### config.mk
export PLATFORM = sky130hd
export DESIGN_NAME = notation_dfa_longest_match_scanner
export DESIGN_NICKNAME = d
export VERILOG_FILES = /design/src/nldfa_pkg.sv /design/src/notation_dfa_longest_match_scanner.sv /design/src/nldfa_trans.sv
export SDC_FILE = /design/constraint.sdc
export NUM_CORES = 1
export LEC_CHECK = 0
export BUFFER_PORTS_ARGS = -buffer_cell sky130_fd_sc_hd__buf_2
export CORE_ASPECT_RATIO = 0.6
export CORE_UTILIZATION = 39
export CTS_BUF_LIST = sky130_fd_sc_hd__clkbuf_2 sky130_fd_sc_hd__clkbuf_4 sky130_fd_sc_hd__clkbuf_8
export DETAILED_ROUTE_END_ITERATION = 10
export PLACE_DENSITY = 0.53
export SLEW_MARGIN = 20
export SYNTH_ARGS = -nofsm -noshare
export SYNTH_HDL_FRONTEND = slang
export SYNTH_HIERARCHICAL = 1
export SYNTH_SLANG_ARGS = --single-unit
### constraint.sdc
create_clock -name clk -period 10.15 [get_ports clk]
set_input_delay 3.045 -clock clk [delete_from_list [all_inputs] [get_ports clk]]
set_output_delay 3.045 -clock clk [all_outputs]
set_load 0.01 [all_outputs]
### src/nldfa_pkg.sv
// ----------------------------------------------------------------------------
// nldfa_pkg
// Shared types and constants of the line-notation longest-match scanner.
// ----------------------------------------------------------------------------
`default_nettype none

package nldfa_pkg;

  localparam int STATE_W      = 5;
  localparam int COUNT_W      = 13;
  localparam int ACCEPT_W     = 12;
  localparam int POS_W        = 32;
  localparam int CANDIDATE_LIMIT = 4096;

  typedef logic [STATE_W-1:0] state_t;
  typedef logic [7:0]         char_t;

  localparam state_t HEAD_STATE = '0;

  localparam char_t CH_SPACE = 8'h20;
  localparam char_t CH_AMP   = 8'h26;
  localparam char_t CH_DASH  = 8'h2D;
  localparam char_t CH_0     = 8'h30;
  localparam char_t CH_9     = 8'h39;
  localparam char_t CH_A     = 8'h41;
  localparam char_t CH_C     = 8'h43;
  localparam char_t CH_D     = 8'h44;
  localparam char_t CH_J     = 8'h4A;
  localparam char_t CH_L     = 8'h4C;
  localparam char_t CH_T     = 8'h54;
  localparam char_t CH_Z     = 8'h5A;

  // result of one automaton lookup
  typedef struct packed {
    logic   ok;
    state_t nx;
  } trans_t;

  function automatic logic is_accepting(input state_t s);
    return (s == 5'd1) || (s == 5'd7);
  endfunction

endpackage

`default_nettype wire

### src/notation_dfa_longest_match_scanner.sv
// ----------------------------------------------------------------------------
// notation_dfa_longest_match_scanner
// Longest-match scanner for a chemical line notation over a byte stream.
// ----------------------------------------------------------------------------
// Takes one byte word per clock while the output side is ready; the input word
// is registered before its result word is. Each byte goes through one input
// register, one automaton lookup from the current state and one from the head
// state, and the result register; candidate state is updated in the same
// cycle, so the sustained rate is one byte per cycle while the output side is
// ready.
// A result word appears only when a match is reported or on the byte marked
// tlast; after the tlast byte all stream counters start again from zero.
// ----------------------------------------------------------------------------
`default_nettype none

module notation_dfa_longest_match_scanner (
  input  wire logic        clk,
  input  wire logic        rst,
  input  wire logic        cfg_wr_en,
  input  wire logic        cfg_wr_data,    // allow_carbon_symbol
  input  wire logic        s_axis_tvalid,
  output logic             s_axis_tready,
  input  wire logic [7:0]  s_axis_tdata,   // data_byte
  input  wire logic        s_axis_tlast,   // end_of_stream
  output logic             m_axis_tvalid,
  input  wire logic        m_axis_tready,
  // match_start[31:0], match_length[44:32], scanned_length[57:45],
  // total_matches[89:58], overflow_seen[90], zero fill[95:91]
  output logic [95:0]      m_axis_tdata,
  output logic             m_axis_tuser,   // match_found
  output logic             m_axis_tlast    // stream_done
);

  localparam int CW = nldfa_pkg::COUNT_W;
  localparam int AW = nldfa_pkg::ACCEPT_W;
  localparam int PW = nldfa_pkg::POS_W;

  function automatic logic [PW-1:0] sat_inc(input logic [PW-1:0] v);
    return (v == '1) ? v : v + 1'b1;
  endfunction

  // configuration
  logic allow_c;

  // input register
  logic                in_valid;
  nldfa_pkg::char_t    in_byte;
  logic                in_last;

  // stream state
  nldfa_pkg::state_t   state;
  logic                in_cand;
  logic [PW-1:0]       cand_start;
  logic [CW-1:0]       cand_count;
  logic [AW-1:0]       last_acc;
  logic [PW-1:0]       byte_pos;
  logic [PW-1:0]       tally;
  logic                ovf_flag;

  nldfa_pkg::trans_t   cur_tr, head_tr;
  logic                go;
  logic                adv, ovf, mis_rep, eos_rep, rep, open_cand;
  nldfa_pkg::state_t   state_next;
  logic                in_cand_next;
  logic [PW-1:0]       cand_start_next;
  logic [CW-1:0]       cand_count_next;
  logic [AW-1:0]       last_acc_next;
  logic [PW-1:0]       tally_next;
  logic                ovf_next;
  logic [PW-1:0]       rs;
  logic [CW-1:0]       rl, rsc;

  nldfa_trans u_cur (
    .state   (state),
    .ch      (in_byte),
    .allow_c (allow_c),
    .res     (cur_tr)
  );

  nldfa_trans u_head (
    .state   (nldfa_pkg::HEAD_STATE),
    .ch      (in_byte),
    .allow_c (allow_c),
    .res     (head_tr)
  );

  assign go            = in_valid && (!m_axis_tvalid || m_axis_tready);
  assign s_axis_tready = !in_valid || go;

  always_comb begin
    ovf     = in_cand && cur_tr.ok && (cand_count >= CW'(nldfa_pkg::CANDIDATE_LIMIT));
    adv     = in_cand && cur_tr.ok && !ovf;
    mis_rep = in_cand && !cur_tr.ok && (last_acc != '0);
    // the byte is tried again from head unless the candidate took it
    open_cand = !adv && head_tr.ok;

    state_next      = nldfa_pkg::HEAD_STATE;
    in_cand_next    = 1'b0;
    cand_start_next = cand_start;
    cand_count_next = cand_count;
    last_acc_next   = last_acc;
    if (adv) begin
      state_next      = cur_tr.nx;
      in_cand_next    = 1'b1;
      cand_count_next = cand_count + 1'b1;
      if (nldfa_pkg::is_accepting(cur_tr.nx)) last_acc_next = cand_count[AW-1:0];
    end else if (open_cand) begin
      state_next      = head_tr.nx;
      in_cand_next    = 1'b1;
      cand_start_next = byte_pos;
      cand_count_next = CW'(1);
      last_acc_next   = '0;
    end

    // flush at end of stream
    eos_rep = in_last && !mis_rep && in_cand_next && (last_acc_next != '0);
    rep     = mis_rep || eos_rep;

    rs  = '0;
    rl  = '0;
    rsc = '0;
    if (mis_rep) begin
      rs  = cand_start;
      rl  = {1'b0, last_acc} + 1'b1;
      rsc = cand_count;
    end else if (eos_rep) begin
      rs  = cand_start_next;
      rl  = {1'b0, last_acc_next} + 1'b1;
      rsc = cand_count_next;
    end

    tally_next = rep ? sat_inc(tally) : tally;
    ovf_next   = ovf_flag || ovf;
  end

  always_ff @(posedge clk) begin
    if (rst) begin
      allow_c <= 1'b0;
    end else if (cfg_wr_en) begin
      allow_c <= cfg_wr_data;
    end
  end

  always_ff @(posedge clk) begin
    if (rst) begin
      in_valid <= 1'b0;
    end else if (s_axis_tready) begin
      in_valid <= s_axis_tvalid;
    end
  end

  always_ff @(posedge clk) begin
    if (s_axis_tready && s_axis_tvalid) begin
      in_byte <= s_axis_tdata;
      in_last <= s_axis_tlast;
    end
  end

  always_ff @(posedge clk) begin
    if (rst) begin
      state      <= nldfa_pkg::HEAD_STATE;
      in_cand    <= 1'b0;
      cand_start <= '0;
      cand_count <= '0;
      last_acc   <= '0;
      byte_pos   <= '0;
      tally      <= '0;
      ovf_flag   <= 1'b0;
    end else if (go) begin
      if (in_last) begin
        state      <= nldfa_pkg::HEAD_STATE;
        in_cand    <= 1'b0;
        cand_start <= '0;
        cand_count <= '0;
        last_acc   <= '0;
        byte_pos   <= '0;
        tally      <= '0;
        ovf_flag   <= 1'b0;
      end else begin
        state      <= state_next;
        in_cand    <= in_cand_next;
        cand_start <= cand_start_next;
        cand_count <= cand_count_next;
        last_acc   <= last_acc_next;
        byte_pos   <= sat_inc(byte_pos);
        tally      <= tally_next;
        ovf_flag   <= ovf_next;
      end
    end
  end

  // result register
  always_ff @(posedge clk) begin
    if (rst) begin
      m_axis_tvalid <= 1'b0;
    end else if (go && (rep || in_last)) begin
      m_axis_tvalid <= 1'b1;
    end else if (m_axis_tready) begin
      m_axis_tvalid <= 1'b0;
    end
  end

  always_ff @(posedge clk) begin
    if (go && (rep || in_last)) begin
      m_axis_tdata <= {5'd0, ovf_next, tally_next, rsc, rl, rs};
      m_axis_tuser <= rep;
      m_axis_tlast <= in_last;
    end
  end

endmodule

`default_nettype wire

### src/nldfa_trans.sv
// ----------------------------------------------------------------------------
// nldfa_trans
// Transition logic of the 27-state notation automaton for one byte.
// ----------------------------------------------------------------------------
`default_nettype none

module nldfa_trans (
  input  wire nldfa_pkg::state_t state,
  input  wire nldfa_pkg::char_t  ch,
  input  wire logic              allow_c,
  output nldfa_pkg::trans_t      res
);

  logic up, dig, sym, amp, dash, spc, cj, ct, cl;

  always_comb begin
    up   = (ch >= nldfa_pkg::CH_A) && (ch <= nldfa_pkg::CH_Z);
    dig  = (ch >= nldfa_pkg::CH_0) && (ch <= nldfa_pkg::CH_9);
    amp  = (ch == nldfa_pkg::CH_AMP);
    dash = (ch == nldfa_pkg::CH_DASH);
    spc  = (ch == nldfa_pkg::CH_SPACE);
    cj   = (ch == nldfa_pkg::CH_J);
    ct   = (ch == nldfa_pkg::CH_T);
    cl   = (ch == nldfa_pkg::CH_L);
    // element symbols: capitals except A D J L T, with C only when enabled
    if (ch == nldfa_pkg::CH_C) begin
      sym = allow_c;
    end else begin
      sym = up && (ch != nldfa_pkg::CH_A) && (ch != nldfa_pkg::CH_D) && !cj && !cl && !ct;
    end
  end

  always_comb begin
    res.ok = 1'b1;
    res.nx = nldfa_pkg::HEAD_STATE;
    case (state)
      5'd0: begin
        if (sym || dig) res.nx = 5'd1;
        else if (dash) res.nx = 5'd3;
        else if (cl || ct) res.nx = 5'd6;
        else res.ok = 1'b0;
      end
      5'd1: begin
        if (sym || dig || amp) res.nx = 5'd1;
        else if (dash) res.nx = 5'd3;
        else if (spc) res.nx = 5'd2;
        else res.ok = 1'b0;
      end
      5'd2: begin
        if (up) res.nx = 5'd23;
        else if (amp) res.nx = 5'd0;
        else res.ok = 1'b0;
      end
      5'd3: begin
        if (up) res.nx = 5'd4;
        else if (spc) res.nx = 5'd24;
        else if (amp) res.nx = 5'd26;
        else res.ok = 1'b0;
      end
      5'd4: begin
        if (up) res.nx = 5'd5;
        else res.ok = 1'b0;
      end
      5'd5: begin
        if (dash) res.nx = 5'd1;
        else res.ok = 1'b0;
      end
      5'd6: begin
        if (dig) res.nx = 5'd8;
        else if (spc) res.nx = 5'd9;
        else res.ok = 1'b0;
      end
      5'd7: begin
        if (amp) res.nx = 5'd7;
        else if (spc) res.nx = 5'd2;
        else res.ok = 1'b0;
      end
      5'd8: begin
        if (dig) res.nx = 5'd8;
        else if (cj) res.nx = 5'd7;
        else if (spc) res.nx = 5'd9;
        else if (sym) res.nx = 5'd15;
        else if (dash) res.nx = 5'd16;
        else if (ct || amp) res.nx = 5'd22;
        else res.ok = 1'b0;
      end
      5'd9: begin
        if (up) res.nx = 5'd10;
        else if (dig) res.nx = 5'd11;
        else res.ok = 1'b0;
      end
      5'd10: begin
        if (spc) res.nx = 5'd9;
        else if (dig) res.nx = 5'd8;
        else if (cj) res.nx = 5'd7;
        else if (sym) res.nx = 5'd15;
        else if (dash) res.nx = 5'd16;
        else if (ct || amp) res.nx = 5'd22;
        else res.ok = 1'b0;
      end
      5'd11: begin
        if (dig) res.nx = 5'd11;
        else if (up) res.nx = 5'd12;
        else res.ok = 1'b0;
      end
      5'd12: begin
        if (up || amp) res.nx = 5'd12;
        else if (spc) res.nx = 5'd13;
        else res.ok = 1'b0;
      end
      5'd13: begin
        if (up) res.nx = 5'd14;
        else res.ok = 1'b0;
      end
      5'd14: begin
        if (amp) res.nx = 5'd14;
        else if (cj) res.nx = 5'd7;
        else if (sym) res.nx = 5'd15;
        else if (spc) res.nx = 5'd20;
        else if (ct || dash) res.nx = 5'd22;
        else res.ok = 1'b0;
      end
      5'd15: begin
        if (sym) res.nx = 5'd15;
        else if (dash) res.nx = 5'd16;
        else if (spc) res.nx = 5'd20;
        else if (cj) res.nx = 5'd7;
        else if (ct || amp) res.nx = 5'd22;
        else res.ok = 1'b0;
      end
      5'd16: begin
        if (up) res.nx = 5'd17;
        else res.ok = 1'b0;
      end
      5'd17: begin
        if (up) res.nx = 5'd18;
        else res.ok = 1'b0;
      end
      5'd18: begin
        if (dash) res.nx = 5'd19;
        else res.ok = 1'b0;
      end
      5'd19: begin
        if (sym) res.nx = 5'd15;
        else if (cj) res.nx = 5'd7;
        else if (spc) res.nx = 5'd20;
        else if (ct || amp) res.nx = 5'd22;
        else res.ok = 1'b0;
      end
      5'd20: begin
        if (up) res.nx = 5'd21;
        else res.ok = 1'b0;
      end
      5'd21: begin
        if (sym) res.nx = 5'd15;
        else if (dash) res.nx = 5'd16;
        else res.ok = 1'b0;
      end
      5'd22: begin
        if (cj) res.nx = 5'd7;
        else if (ct || amp) res.nx = 5'd22;
        else res.ok = 1'b0;
      end
      5'd23: begin
        if (amp) res.nx = 5'd23;
        else if (sym || dig) res.nx = 5'd1;
        else if (dash) res.nx = 5'd3;
        else if (spc) res.nx = 5'd2;
        else res.ok = 1'b0;
      end
      5'd24: begin
        if (up) res.nx = 5'd25;
        else res.ok = 1'b0;
      end
      5'd25: begin
        if (amp) res.nx = 5'd25;
        else if (cl || ct) res.nx = 5'd6;
        else res.ok = 1'b0;
      end
      5'd26: begin
        if (spc) res.nx = 5'd24;
        else res.ok = 1'b0;
      end
      default: begin
        res.ok = 1'b0;
      end
    endcase
  end

endmodule

`default_nettype wire

==> out/metrics.cfg <==
[outcome]
outcome=finished clean

[final_layout]
layout_overhead_on_the_synthesized_area_pct=11.15
num-nets-final=1776
drive_gt1_share_pct=14.17
antenna_cells_inserted=0
final-instance-count-excl-fill=2289
fillerInstances=3719
final_core_util_pct=44.40
footprint_of_the_multi_input_gates_um2=8270
ff_latch_area_um2=5685
post-route-cell-area_um2=16260

[power]
total_leakage_power_nw=5.428
totalPowerFinal_mw=2.048
power.ir.vdd_worst_uv=91.83
pwr_density_cell_nw_per_um2=125.9

[timing]
timing.setup.tns_ns=0
worst_pin_slew_ns=1.136
setup_repair_after_global_routing_missed_its_margin=false
timing.final.ws_setup_ns=3.268
setup_viol=0
max_clock_freq_ghz=0.1453
worst_clock_skew_ns=0.02245
timing.final.crit_share_pct=67.81
timing_max_transition_violations_final=0
maxSlewHeadroom_pct=23.95
finalHoldWorstSlack_ns=0.4947
fin_crit_ns=6.882
count_of_endpoints_failing_hold_in_the_final_timing_report=0

[clock_network]
clk_transition_reported_paths_ns=0.06
post-cts-setup-buffers=0
cts_buffers=39
insertion_delay_ns=0.57
ctsRootBufferMaster=clkbuf_8
cts_num_sinks=233
clock_tree.buffer_depth=3
cts.htree.levels=2
hold_buffers=0
tritoncts=done
post_cts_resized=0

[setup_path]
critPathCaptureType=flip-flop
slowest_stage=nor3b_2
timing.critical_path.required_ns=10.46
worstPathCellList=nor3b_2, nand4_1, nand4_1, a22oi_1, nand4_1, nand2_1, and3_1, a21oi_1, ha_1, nor4b_1, nand4_1, o211ai_1, o211a_1, buf_4, inv_2, and3_1, xnor2_1
worst-path-max-fanout=47
kind_of_cell_adding_the_most_delay_to_the_critical_path=simple AND/OR/NAND/NOR gates
critical-path-max-stage-delay_ns=0.99
worst_setup_path_start_kind=flip-flop
critPathKind=reg -> reg
critical_path.n_buffers_inverters=2
crit_top_cell=nand4_1
critical_path_arrival_ns=7.19

[placement]
placed_cells=2217
dpl.hpwl_um=34850
dp_worst_setup_slack_ns=3.472
gp_routability_congestion=0.9644
postPlaceCellArea_um2=15410
placement.io_buffers=109

[synthesis]
post_synth_top_area_cell=edfxtp_1
synth_async_sr_flop_share_pct=0
post_synth_inst_count=1722
synth_warnings=6
seq_area_frac_synth_pct=38.86
synth.ff_latch_count=233
synth_top_area_share_pct=20.94
synth_top_flop_cell=dfxtp_1
synth.avg_cell_area_um2=8.495
synth-edff-count=102
post_synth_instance_area_um2=14630
yosysUniqueCellTypes=91
yosys-top-cells-area=edfxtp_1, dfxtp_1, nor2_1

[floorplanning]
initial_utilization_pct=39.95
fp-row-count=54
floorplan.die.height_um=152.0
top_level_ports=115
fp.coreArea_um2=36620
die_width_um=252.0
die-area_um2=38310

[global_routing]
grt_antenna_before_repair=0
grt-ovfl-total=0
grt_max_degree=74
number_of_global_route_vias_before_repair=12813
first_pass_grt_wire_length_um=78940
track_usage_pct=26.12

[drt]
detail_route.wl_per_cell_um=22.43
vias=14257
initialDrtViolationCount=1629
post_drt_via_cell_ratio=6.228
detail_route.first_pass.iterations=5
drc_errors=0
detail-route-antenna-nets=0
finalWirelength_um=51340

[min_path]
hold_path_class=reg -> reg

[run]
maxCapViolations=0

## where the power goes
part	total, mW	leakage (nW)	switching [mW]	internal, mW
Combinational	0.129	2.93	0.0957	0.0335
Sequential	0.999	2.06	0.0130	0.986
Clock	0.920	0.441	0.415	0.505
## cells in the mapped netlist (6+ instances only)
cell / number
and3_1: 39
and2_1: 18
nand4b_1: 6
or2_2: 8
a2bb2oi_1: 13
or4_1: 31
or3b_2: 6
nand2b_1: 23
nand3b_1: 13
and4_1: 15
nand4_1: 51
a211o_1: 10
a22oi_1: 52
inv_1: 28
a22o_1: 38
buf_2: 25
nor3b_1: 9
nor4_1: 28
edfxtp_1: 102
nand2_1: 141
a21oi_1: 86
or3_1: 20
xor2_1: 27
buf_1: 8
a32o_1: 6
nor2b_1: 13
a31oi_1: 45
o211ai_1: 37
a211oi_1: 10
ha_1: 7
clkbuf_1: 110
xnor2_1: 41
nor3_1: 48
nor2_1: 178
dfxtp_1: 131
nand3_1: 60
o2111ai_1: 12
o21ai_0: 68
o31ai_1: 11
mux2i_1: 9
o311ai_0: 9
o22ai_1: 9
buf_4: 8
## state kept, by name, summed over array words and instances (netlist names)
register	count
allow_c	1
byte_pos	32
cand_count	13
cand_start	32
in_byte	8
in_cand	1
in_last	1
in_valid	1
last_acc	12
m_axis_tdata	91
m_axis_tlast	1
m_axis_tuser	1
m_axis_tvalid	1
ovf_flag	1
state	5
tally	32
## worst paths after layout
kind	startpoint	to	slack [ns]	depth (start not counted)
setup reg to reg	in_byte[6]	m_axis_tdata[65]	3.27	17
hold / removal	cand_start[13]	cand_start[13]	0.49	2
hold reg to reg	cand_start[13]	cand_start[13]	0.49	2
setup / recovery	in_byte[6]	m_axis_tdata[65]	3.27	17
## worst min-delay path, cell delays in order, from the launching register on
cell and delay, ns:
dfxtp_1 0.33, a22oi_1 0.06, nor2_1 0.07
## cells by family after synthesis
logic type / after synthesis / share of synthesized area (%)
multiplexers: 15 / 1.095
other: 1 / 0.02563
AO/OA/AOI/OAI: 473 / 22.89
flip-flops: 233 / 38.86
XOR/XNOR: 69 / 4.182
AND/OR/NAND/NOR: 739 / 26.98
buffers and inverters: 185 / 5.371
adder cells (fa/ha/maj): 7 / 0.5987
## metal layers
| layer | up-vias | wire [µm] | GRT usage (%) |
|---|---|---|---|
| li1 | 6632 | - | - |
| met1 | 6925 | 26340 | 43.43 |
| met2 | 644 | 19320 | 32.86 |
| met3 | 56 | 4906 | 6.065 |
| met4 | 0 | 771 | 4.733 |
| met5 | - | 0 | 0 |
## layout make-up
type / instances / share of cell area, %
repair buffers: 132 / 4.432
well taps: 504 / 3.878
flip-flops and latches: 233 / 34.96
multi-input cells: 1319 / 50.86
inverters: 29 / 0.6694
clock buffers: 56 / 4.355
clock inverters: 16 / 0.8387
## cell usage in the layout, fill, tap and decap left out, drive strengths merged, types with 12 or more instances in the layout
| master | count |
|---|---|
| a21oi | 86 |
| a22o | 38 |
| a22oi | 52 |
| a2bb2oi | 15 |
| a31oi | 45 |
| and2 | 18 |
| and3 | 41 |
| and4 | 16 |
| buf | 132 |
| clkbuf | 56 |
| conb | 16 |
| dfxtp | 131 |
| edfxtp | 102 |
| inv | 30 |
| nand2 | 141 |
| nand2b | 23 |
| nand3 | 62 |
| nand3b | 13 |
| nand4 | 53 |
| nor2 | 178 |
| nor2b | 13 |
| nor3 | 48 |
| nor4 | 29 |
| o2111ai | 12 |
| o211ai | 38 |
| o21ai | 70 |
| or3 | 20 |
| or4 | 31 |
| xnor2 | 42 |
| xor2 | 27 |
(Power assumes the default switching activity.)
